`src/rtl/qspims_pkg.sv`:
```
// shared types, codes and constants for the quad spi master serializer
`default_nettype none

package qspims_pkg;

  localparam int unsigned QUEUE_DEPTH = 2;

  localparam logic [2:0] ACT_SINGLE = 3'd0;
  localparam logic [2:0] ACT_QREAD  = 3'd1;
  localparam logic [2:0] ACT_DREAD  = 3'd2;
  localparam logic [2:0] ACT_QWRITE = 3'd3;
  localparam logic [2:0] ACT_TICK   = 3'd4;

  localparam logic [3:0] CLKS_SINGLE = 4'd8;
  localparam logic [3:0] CLKS_QUAD   = 4'd2;
  localparam logic [3:0] CLKS_DUAL   = 4'd4;

  localparam logic [3:0] DRIVE_RESET = 4'hC;
  localparam logic [3:0] DIR_SINGLE  = 4'hD;
  localparam logic [3:0] DIR_NONE    = 4'h0;
  localparam logic [3:0] DIR_ALL     = 4'hF;
  localparam logic [3:0] DIR_UPPER   = 4'hC;

  typedef enum logic [1:0] {
    MODE_SINGLE = 2'd0,
    MODE_QREAD  = 2'd1,
    MODE_DREAD  = 2'd2,
    MODE_QWRITE = 2'd3
  } mode_t;

  typedef enum logic [1:0] {
    OP_NOP   = 2'd0,
    OP_START = 2'd1,
    OP_TICK  = 2'd2
  } op_t;

  typedef struct packed {
    logic [2:0] action;
    logic [7:0] tx_byte;
    logic [3:0] lines_in;
  } cmd_t;

  typedef struct packed {
    logic [3:0] lines_out;
    logic [3:0] lines_enable;
    logic       busy_res;
    logic       byte_done;
    logic [7:0] rx_byte;
    logic       rejected;
  } rsp_t;

  typedef struct packed {
    op_t        op;
    mode_t      mode;
    logic [7:0] tx_byte;
    logic [3:0] lines_in;
  } entry_t;

endpackage

`default_nettype wire

```
`src/rtl/qspims_front.sv`:
```
// front end: takes command words and sorts them into start, tick or no-op entries
`default_nettype none

module qspims_front (
  input  qspims_pkg::cmd_t   cmd,
  input  logic               cmd_valid,
  output logic               cmd_stall,
  input  logic               q_full,
  output logic               push,
  output qspims_pkg::entry_t push_data
);
  import qspims_pkg::*;

  assign cmd_stall = q_full;
  assign push      = cmd_valid && !q_full;

  always_comb begin
    push_data.tx_byte  = cmd.tx_byte;
    push_data.lines_in = cmd.lines_in;
    push_data.mode     = mode_t'(cmd.action[1:0]);
    unique case (cmd.action)
      ACT_SINGLE, ACT_QREAD, ACT_DREAD, ACT_QWRITE: push_data.op = OP_START;
      ACT_TICK:                                     push_data.op = OP_TICK;
      default:                                      push_data.op = OP_NOP;
    endcase
  end

endmodule

`default_nettype wire

```
`src/rtl/qspims_queue.sv`:
```
// short queue of decoded entries between front and back
`default_nettype none

module qspims_queue #(
  parameter int unsigned DEPTH = qspims_pkg::QUEUE_DEPTH
) (
  input  logic               clk,
  input  logic               rst,
  input  logic               push,
  input  qspims_pkg::entry_t push_data,
  output logic               full,
  input  logic               pop,
  output logic               head_valid,
  output qspims_pkg::entry_t head
);
  import qspims_pkg::*;

  localparam int unsigned PTR_W = (DEPTH > 1) ? $clog2(DEPTH) : 1;
  localparam int unsigned CNT_W = $clog2(DEPTH + 1);

  entry_t             mem [DEPTH];
  logic [PTR_W-1:0]   wr_ptr;
  logic [PTR_W-1:0]   rd_ptr;
  logic [CNT_W-1:0]   count;

  assign full       = (count == CNT_W'(DEPTH));
  assign head_valid = (count != '0);
  assign head       = mem[rd_ptr];

  always_ff @(posedge clk) begin
    if (push) begin
      mem[wr_ptr] <= push_data;
    end
  end

  always_ff @(posedge clk) begin
    if (rst) begin
      wr_ptr <= '0;
      rd_ptr <= '0;
      count  <= '0;
    end else begin
      if (push) begin
        wr_ptr <= (wr_ptr == PTR_W'(DEPTH - 1)) ? '0 : wr_ptr + 1'b1;
      end
      if (pop) begin
        rd_ptr <= (rd_ptr == PTR_W'(DEPTH - 1)) ? '0 : rd_ptr + 1'b1;
      end
      unique case ({push, pop})
        2'b10:   count <= count + 1'b1;
        2'b01:   count <= count - 1'b1;
        default: count <= count;
      endcase
    end
  end

  a_no_overflow: assert property (@(posedge clk) disable iff (rst)
    !(push && full && !pop))
    else $error("push into full queue");

  a_no_underflow: assert property (@(posedge clk) disable iff (rst)
    pop |-> head_valid)
    else $error("pop from empty queue");

  a_count_bound: assert property (@(posedge clk) disable iff (rst)
    count <= CNT_W'(DEPTH))
    else $error("queue count beyond depth");

endmodule

`default_nettype wire

```
`src/rtl/qspims_back.sv`:
```
// back end: shifter state, line drive and enables, registered result word
`default_nettype none

module qspims_back (
  input  logic               clk,
  input  logic               rst,
  input  logic               head_valid,
  input  qspims_pkg::entry_t head,
  output logic               pop,
  output qspims_pkg::rsp_t   rsp,
  output logic               rsp_valid,
  input  logic               rsp_stall
);
  import qspims_pkg::*;

  mode_t      mode, mode_next;
  logic [7:0] out_shift, out_shift_next;
  logic [7:0] in_shift, in_shift_next;
  logic [3:0] clocks_left, clocks_left_next;
  logic [3:0] line_drive, line_drive_next;
  logic [3:0] line_dir, line_dir_next;
  logic       done;
  logic       rej;
  logic [7:0] rx;

  assign pop = head_valid && (!rsp_valid || !rsp_stall);

  always_comb begin
    mode_next        = mode;
    out_shift_next   = out_shift;
    in_shift_next    = in_shift;
    clocks_left_next = clocks_left;
    line_drive_next  = line_drive;
    line_dir_next    = line_dir;
    done             = 1'b0;
    rej              = 1'b0;
    rx               = '0;
    unique case (head.op)
      OP_START: begin
        if (clocks_left != '0) begin
          rej = 1'b1;
        end else begin
          mode_next      = head.mode;
          in_shift_next  = '0;
          out_shift_next = head.tx_byte;
          unique case (head.mode)
            MODE_SINGLE: begin
              clocks_left_next = CLKS_SINGLE;
              line_dir_next    = DIR_SINGLE;
              line_drive_next  = {DRIVE_RESET[3:1], head.tx_byte[7]};
            end
            MODE_QREAD: begin
              clocks_left_next = CLKS_QUAD;
              line_dir_next    = DIR_NONE;
            end
            MODE_DREAD: begin
              clocks_left_next = CLKS_DUAL;
              line_dir_next    = line_dir & DIR_UPPER;
            end
            MODE_QWRITE: begin
              clocks_left_next = CLKS_QUAD;
              line_dir_next    = DIR_ALL;
              line_drive_next  = head.tx_byte[7:4];
            end
          endcase
        end
      end
      OP_TICK: begin
        if (clocks_left != '0) begin
          unique case (mode)
            MODE_SINGLE: begin
              in_shift_next  = {in_shift[6:0], head.lines_in[1]};
              out_shift_next = {out_shift[6:0], 1'b0};
            end
            MODE_QREAD:  in_shift_next = {in_shift[3:0], head.lines_in};
            MODE_DREAD:  in_shift_next = {in_shift[5:0], head.lines_in[1:0]};
            MODE_QWRITE: in_shift_next = in_shift;
          endcase
          clocks_left_next = clocks_left - 1'b1;
          if (clocks_left_next != '0) begin
            if (mode == MODE_SINGLE) begin
              line_drive_next = {line_drive[3:1], out_shift_next[7]};
            end else if (mode == MODE_QWRITE) begin
              line_drive_next = out_shift[3:0];
            end
          end else begin
            done = 1'b1;
            rx   = (mode == MODE_QWRITE) ? 8'h00 : in_shift_next;
          end
        end
      end
      default: begin
      end
    endcase
  end

  always_ff @(posedge clk) begin
    if (rst) begin
      mode        <= MODE_SINGLE;
      out_shift   <= '0;
      in_shift    <= '0;
      clocks_left <= '0;
      line_drive  <= DRIVE_RESET;
      line_dir    <= DIR_SINGLE;
      rsp_valid   <= 1'b0;
    end else begin
      if (pop) begin
        mode        <= mode_next;
        out_shift   <= out_shift_next;
        in_shift    <= in_shift_next;
        clocks_left <= clocks_left_next;
        line_drive  <= line_drive_next;
        line_dir    <= line_dir_next;
        rsp_valid   <= 1'b1;
      end else if (!rsp_stall) begin
        rsp_valid   <= 1'b0;
      end
    end
  end

  always_ff @(posedge clk) begin
    if (pop) begin
      rsp.lines_out    <= line_drive_next;
      rsp.lines_enable <= line_dir_next;
      rsp.busy_res     <= (clocks_left_next != '0);
      rsp.byte_done    <= done;
      rsp.rx_byte      <= rx;
      rsp.rejected     <= rej;
    end
  end

  a_clocks_bound: assert property (@(posedge clk) disable iff (rst)
    clocks_left <= CLKS_SINGLE)
    else $error("clock count out of range");

  a_done_idle: assert property (@(posedge clk) disable iff (rst)
    rsp_valid && rsp.byte_done |-> !rsp.busy_res && !rsp.rejected)
    else $error("completed word still busy or rejected");

  a_reject_busy: assert property (@(posedge clk) disable iff (rst)
    rsp_valid && rsp.rejected |-> rsp.busy_res && clocks_left != '0)
    else $error("rejected start while idle");

endmodule

`default_nettype wire

```
`src/rtl/quad_spi_master_serializer.sv`:
```
// quad spi master byte serializer, top level
//
// command channel (cmd_valid, cmd_stall, cmd): one word per action; a start
// loads a byte and a transfer mode, a tick advances the shifter by one
// serial clock period and samples cmd.lines_in.
// response channel (rsp_valid, rsp_stall, rsp): exactly one word per
// command word, in order, with line drive values and enables for the next
// period, busy flag, byte completion with the assembled byte, and a reject
// flag for a start that arrived while a byte was still shifting.
// a command word is written into the queue at the accept edge, and its shifter
// update is written into the response register when the back end pops it
// from the queue; one command word is taken every cycle while cmd_stall is
// low.
// when rsp_stall is held the response register keeps its word, the queue
// fills, and cmd_stall rises once the queue is full.
// reset (rst, synchronous) empties the queue, drops rsp_valid and returns
// the shifter to idle single mode with lines 2 and 3 driven high and line 1
// as an input.
`default_nettype none

module quad_spi_master_serializer #(
  parameter int unsigned QUEUE_DEPTH = qspims_pkg::QUEUE_DEPTH
) (
  input  logic             clk,
  input  logic             rst,
  input  logic             cmd_valid,
  output logic             cmd_stall,
  input  qspims_pkg::cmd_t cmd,
  output logic             rsp_valid,
  input  logic             rsp_stall,
  output qspims_pkg::rsp_t rsp
);
  import qspims_pkg::*;

  logic   push;
  entry_t push_data;
  logic   q_full;
  logic   pop;
  logic   head_valid;
  entry_t head;

  qspims_front u_front (
    .cmd       (cmd),
    .cmd_valid (cmd_valid),
    .cmd_stall (cmd_stall),
    .q_full    (q_full),
    .push      (push),
    .push_data (push_data)
  );

  qspims_queue #(
    .DEPTH (QUEUE_DEPTH)
  ) u_queue (
    .clk        (clk),
    .rst        (rst),
    .push       (push),
    .push_data  (push_data),
    .full       (q_full),
    .pop        (pop),
    .head_valid (head_valid),
    .head       (head)
  );

  qspims_back u_back (
    .clk        (clk),
    .rst        (rst),
    .head_valid (head_valid),
    .head       (head),
    .pop        (pop),
    .rsp        (rsp),
    .rsp_valid  (rsp_valid),
    .rsp_stall  (rsp_stall)
  );

endmodule

`default_nettype wire
```
`config.mk`:
```
export PLATFORM = sky130hd
export DESIGN_NAME = quad_spi_master_serializer
export DESIGN_NICKNAME = d
export VERILOG_FILES = /design/src/rtl/qspims_pkg.sv /design/src/rtl/qspims_front.sv /design/src/rtl/qspims_queue.sv /design/src/rtl/qspims_back.sv /design/src/rtl/quad_spi_master_serializer.sv
export SDC_FILE = /design/constraint.sdc
export NUM_CORES = 1
export LEC_CHECK = 0
export ABC_AREA = 1
export BUFFER_PORTS_ARGS = -buffer_cell sky130_fd_sc_hd__buf_2
export CAP_MARGIN = 10
export CORE_ASPECT_RATIO = 0.75
export CORE_UTILIZATION = 57
export DETAILED_ROUTE_END_ITERATION = 16
export PLACE_DENSITY = 0.77
export SETUP_SLACK_MARGIN = 0.02
export SYNTH_ARGS = -nofsm -noshare
export SYNTH_HDL_FRONTEND = slang
export SYNTH_HIERARCHICAL = 1
export SYNTH_SLANG_ARGS = --single-unit
```
`constraint.sdc`:
```
create_clock -name clk -period 5.5 [get_ports clk]
set_input_delay 0.825 -clock clk [delete_from_list [all_inputs] [get_ports clk]]
set_output_delay 0.825 -clock clk [all_outputs]
set_load 0.01 [all_outputs]
```
==> results by group <==
Die
  – IO Count: 40
  – Starting density of the core: 58.6%
  – Cell Rows: 27
  – Die Wd: 102 microns
  – Die height: 77.2 microns
  – DIE AREA: 0.00789 sq mm
  – Core area: 0.00733 sq mm

Worst setup path
  – CP arrival: 2.95 ns
  – R2R setup slack: 2.69 ns
  – Worst path max stage delay: 0.90 ns
  – Critical path endpoint category: flip-flop
  – CP required: 5.64 ns
  – Worst Setup Path Type: flip-flop to flip-flop
  – CP bufs+invs: 2
  – Slowest cell on crit path: dfxtp_1
  – Crit-path max FO: 16
  – Delay-heaviest family, CP: flip-flops
  – Crit-path cells: mux2_2 > inv_1 > ha_1 > inv_1 > nand2_1 > a21oi_1 > a21oi_1 > a21boi_0
  – Startpoint types: flip-flop

Job
  – Max Cap Viol: 0

Placement
  – HPWL Detailed: 5950 microns
  – Port Buf Inserts: 39
  – Area after DPL: 0.00444 sq mm
  – GP Congestion: 0.886

Yosys
  – Dominant cell type by area after synthesis: edfxtp_1
  – Synth Flop Type: edfxtp_1
  – Mapped Cells: 465
  – Synth Area in Adders: 3.49%
  – Share of the synthesized area in the top cell type: 35.6%
  – Number of distinct library cells after synthesis: 38
  – Syn Area/Cell: 9.24 sq um
  – Cell with the most instances after synthesis: nand2_1
  – Largest family of logic cells by synthesized area: simple AND/OR/NAND/NOR gates
  – Share of flip-flops with an asynchronous set or reset: 0%
  – Synth warnings: 6
  – Synth Area in XOR/XNOR: 0.204%
  – Syn Nets: 496
  – FF+latch count, synth: 86
  – Seq/Total Area, Yosys: 51.9%
  – Ranking of synthesized cells by area: edfxtp_1, dfxtp_1, nand2_1, inv_1, a21oi_1
  – EDFF count, synth: 51
  – Simple-Gate Fraction of Synth Area: 16.8%
  – Most frequent cells after synthesis: nand2_1, inv_1, edfxtp_1
  – Cell area after synthesis: 0.00430 sq mm
  – Multiplexer area fraction after synthesis: 5.07%
  – Compound-gate portion of the synthesized area: 12.1%

CTS
  – H-Tree Depth: 3
  – Clk buf depth: 2
  – CTS resizes: 0
  – Root buf cell: clkbuf_8
  – CTS buffer count: 9
  – Post-CTS setup buffers: 0
  – Post-cts hold buffer count: 0
  – TritonCTS clock tree: yes
  – Clock Sinks: 86
  – Clock transition at the registers of the reported paths: 0.08 ns
  – Clk Latency, worst-skew pair: 0.35 ns

Detailed routing
  – DRC Markers: 0
  – DRT iter0 DRCs: 254
  – Routed vias: 3116
  – Routed Antenna Nets: 0
  – Vias/cell: 5.22
  – TritonRoute pass-1 iters: 5
  – Total Wirelength: 8150 microns
  – WL/cell: 13.7 microns

Cells and area
  – Share of cells above drive strength 1: 19.0%
  – Antenna cells: 0
  – Area grow syn2layout: 7.48%
  – Final nets: 522
  – Design area: 0.00462 sq mm

Global routing
  – Largest net degree at the start of global routing: 28
  – Total grt overflow: 0
  – Initial antenna violation count: 0
  – Vias in the first global route: 2899
  – First-pass GRT wire length: 13500 microns
  – GRT Overall Usage: 22.5%

Timing
  – Post-route clock skew: 0.00654 ns
  – Unrepaired setup endpoints after global routing: no
  – Fin crit share: 51.1%
  – Pins Over Slew Limit: 0
  – Final worst path period need: 2.81 ns
  – Count of final setup violators: 0
  – Slew HR: 41.5%
  – Final Hold Viols: 0
  – Achievable Freq: 356 MHz
  – Worst-Margin Slew: 0.876 ns
  – Fin Setup TNS: 0 ns

Power and ir drop
  – P_leak: 1.93 nW
  – PD cells: 537 mW/mm^2
  – Worst vdd ir: 0.000210 V

Run status
  – Status: complete, no violations

Worst hold path
  – HP Class: flip-flop to flip-flop
## sequential cells by signal (all words and copies together) (netlist names), named ones only
name / count
u_queue/count: 2
u_back/rsp: 19
u_back/line_drive: 4
u_back/in_shift: 8
u_queue/rd_ptr: 1
u_back/clocks_left: 4
u_back/rsp_valid: 1
u_back/out_shift: 7
u_back/mode: 2
u_queue/wr_ptr: 1
u_queue/mem: 32
u_back/line_dir: 4
## final cells by class
| class | count | area (sq um) |
|---|---|---|
| Inverter | 69 | 259 |
| Clock buffer | 9 | 124 |
| Sequential cell | 86 | 2230 |
| Multi-Input combinational cell | 284 | 1620 |
| Fill cell | 614 | 2710 |
| Clock inverter | 7 | 51.3 |
| Timing Repair Buffer | 41 | 210 |
| Tap cell | 101 | 126 |
## power by group
group | leakage, nW | switching (W) | internal (W)
clock | 0.0868 | 0.000221 | 0.000164
sequential | 0.769 | 0.0000976 | 0.000907
combinational | 1.07 | 0.000717 | 0.000375
## worst register-to-register path, cell delays in order, from the launching register on
cell and delay [ns]:
dfxtp_1 0.90, mux2_2 0.46, inv_1 0.15, ha_1 0.28
inv_1 0.11, nand2_1 0.13, a21oi_1 0.16, a21oi_1 0.09
a21boi_0 0.32
## layout by cell type, fill, tap and decap left out, types with 3 or more instances in the layout
cell type / Yosys / final
inv_1: 62 / 62
o21ai_0: 35 / 35
nand3_1: 17 / 17
clkinv_4: 0 / 4
a211oi_1: 5 / 5
nor2_1: 29 / 29
o211ai_1: 4 / 4
dfxtp_1: 35 / 35
clkbuf_8: 0 / 9
nor3_1: 6 / 6
nor2_2: 4 / 4
nor2_4: 3 / 3
inv_2: 7 / 7
ha_1: 12 / 12
a21oi_1: 39 / 39
edfxtp_1: 51 / 51
mux2_2: 6 / 6
mux2_4: 10 / 10
nand2_1: 96 / 96
nand2_2: 3 / 3
buf_2: 1 / 39
## cell families (layout without fill, tap and decap cells)
group / count (synthesis) / after routing
AND/OR/NAND/NOR: 163 / 163
buffers and inverters: 95 / 126
AO/OA/AOI/OAI: 92 / 92
flip-flops: 86 / 86
multiplexers: 16 / 16
adder cells (fa/ha/maj): 12 / 12
XOR/XNOR: 1 / 1
## metrics by stage
step                hold slack, ns  util, %  std cells  total power (W)  setup slack [ns]
global route                 0.497     63.0        597          0.00268              2.52
finish                       0.453     63.0        597          0.00248              2.69
CTS                          0.453     63.0        597          0.00249              2.66
detailed placement           0.440     60.6        581          0.00210              2.53
floorplan                    0.424        -        465          0.00184              2.81
global placement             0.441     60.6        581          0.00207              2.55
## metal layers
layer | vias to the layer above | share of wire, % | track usage (%)
met4 | 0 | 0.83 | 7.29
li1 | 1571 | - | -
met3 | 8 | 6.5 | 6.20
met1 | 1433 | 48 | 30.8
met5 | - | 0 | 0
met2 | 104 | 45 | 34.5
## worst paths after layout
kind	to	from	depth (start not counted)
setup reg to reg	u_back/rsp[18]$_DFFE_PP_	flip-flop	8
setup / recovery	u_back/rsp[18]$_DFFE_PP_	flip-flop	8
hold / removal	u_back/out_shift[5]$_SDFFE_PP0P_	u_back/out_shift[5]$_SDFFE_PP0P_	2
hold reg to reg	u_back/out_shift[5]$_SDFFE_PP0P_	u_back/out_shift[5]$_SDFFE_PP0P_	2
Power figures use the tool's default switching activity.
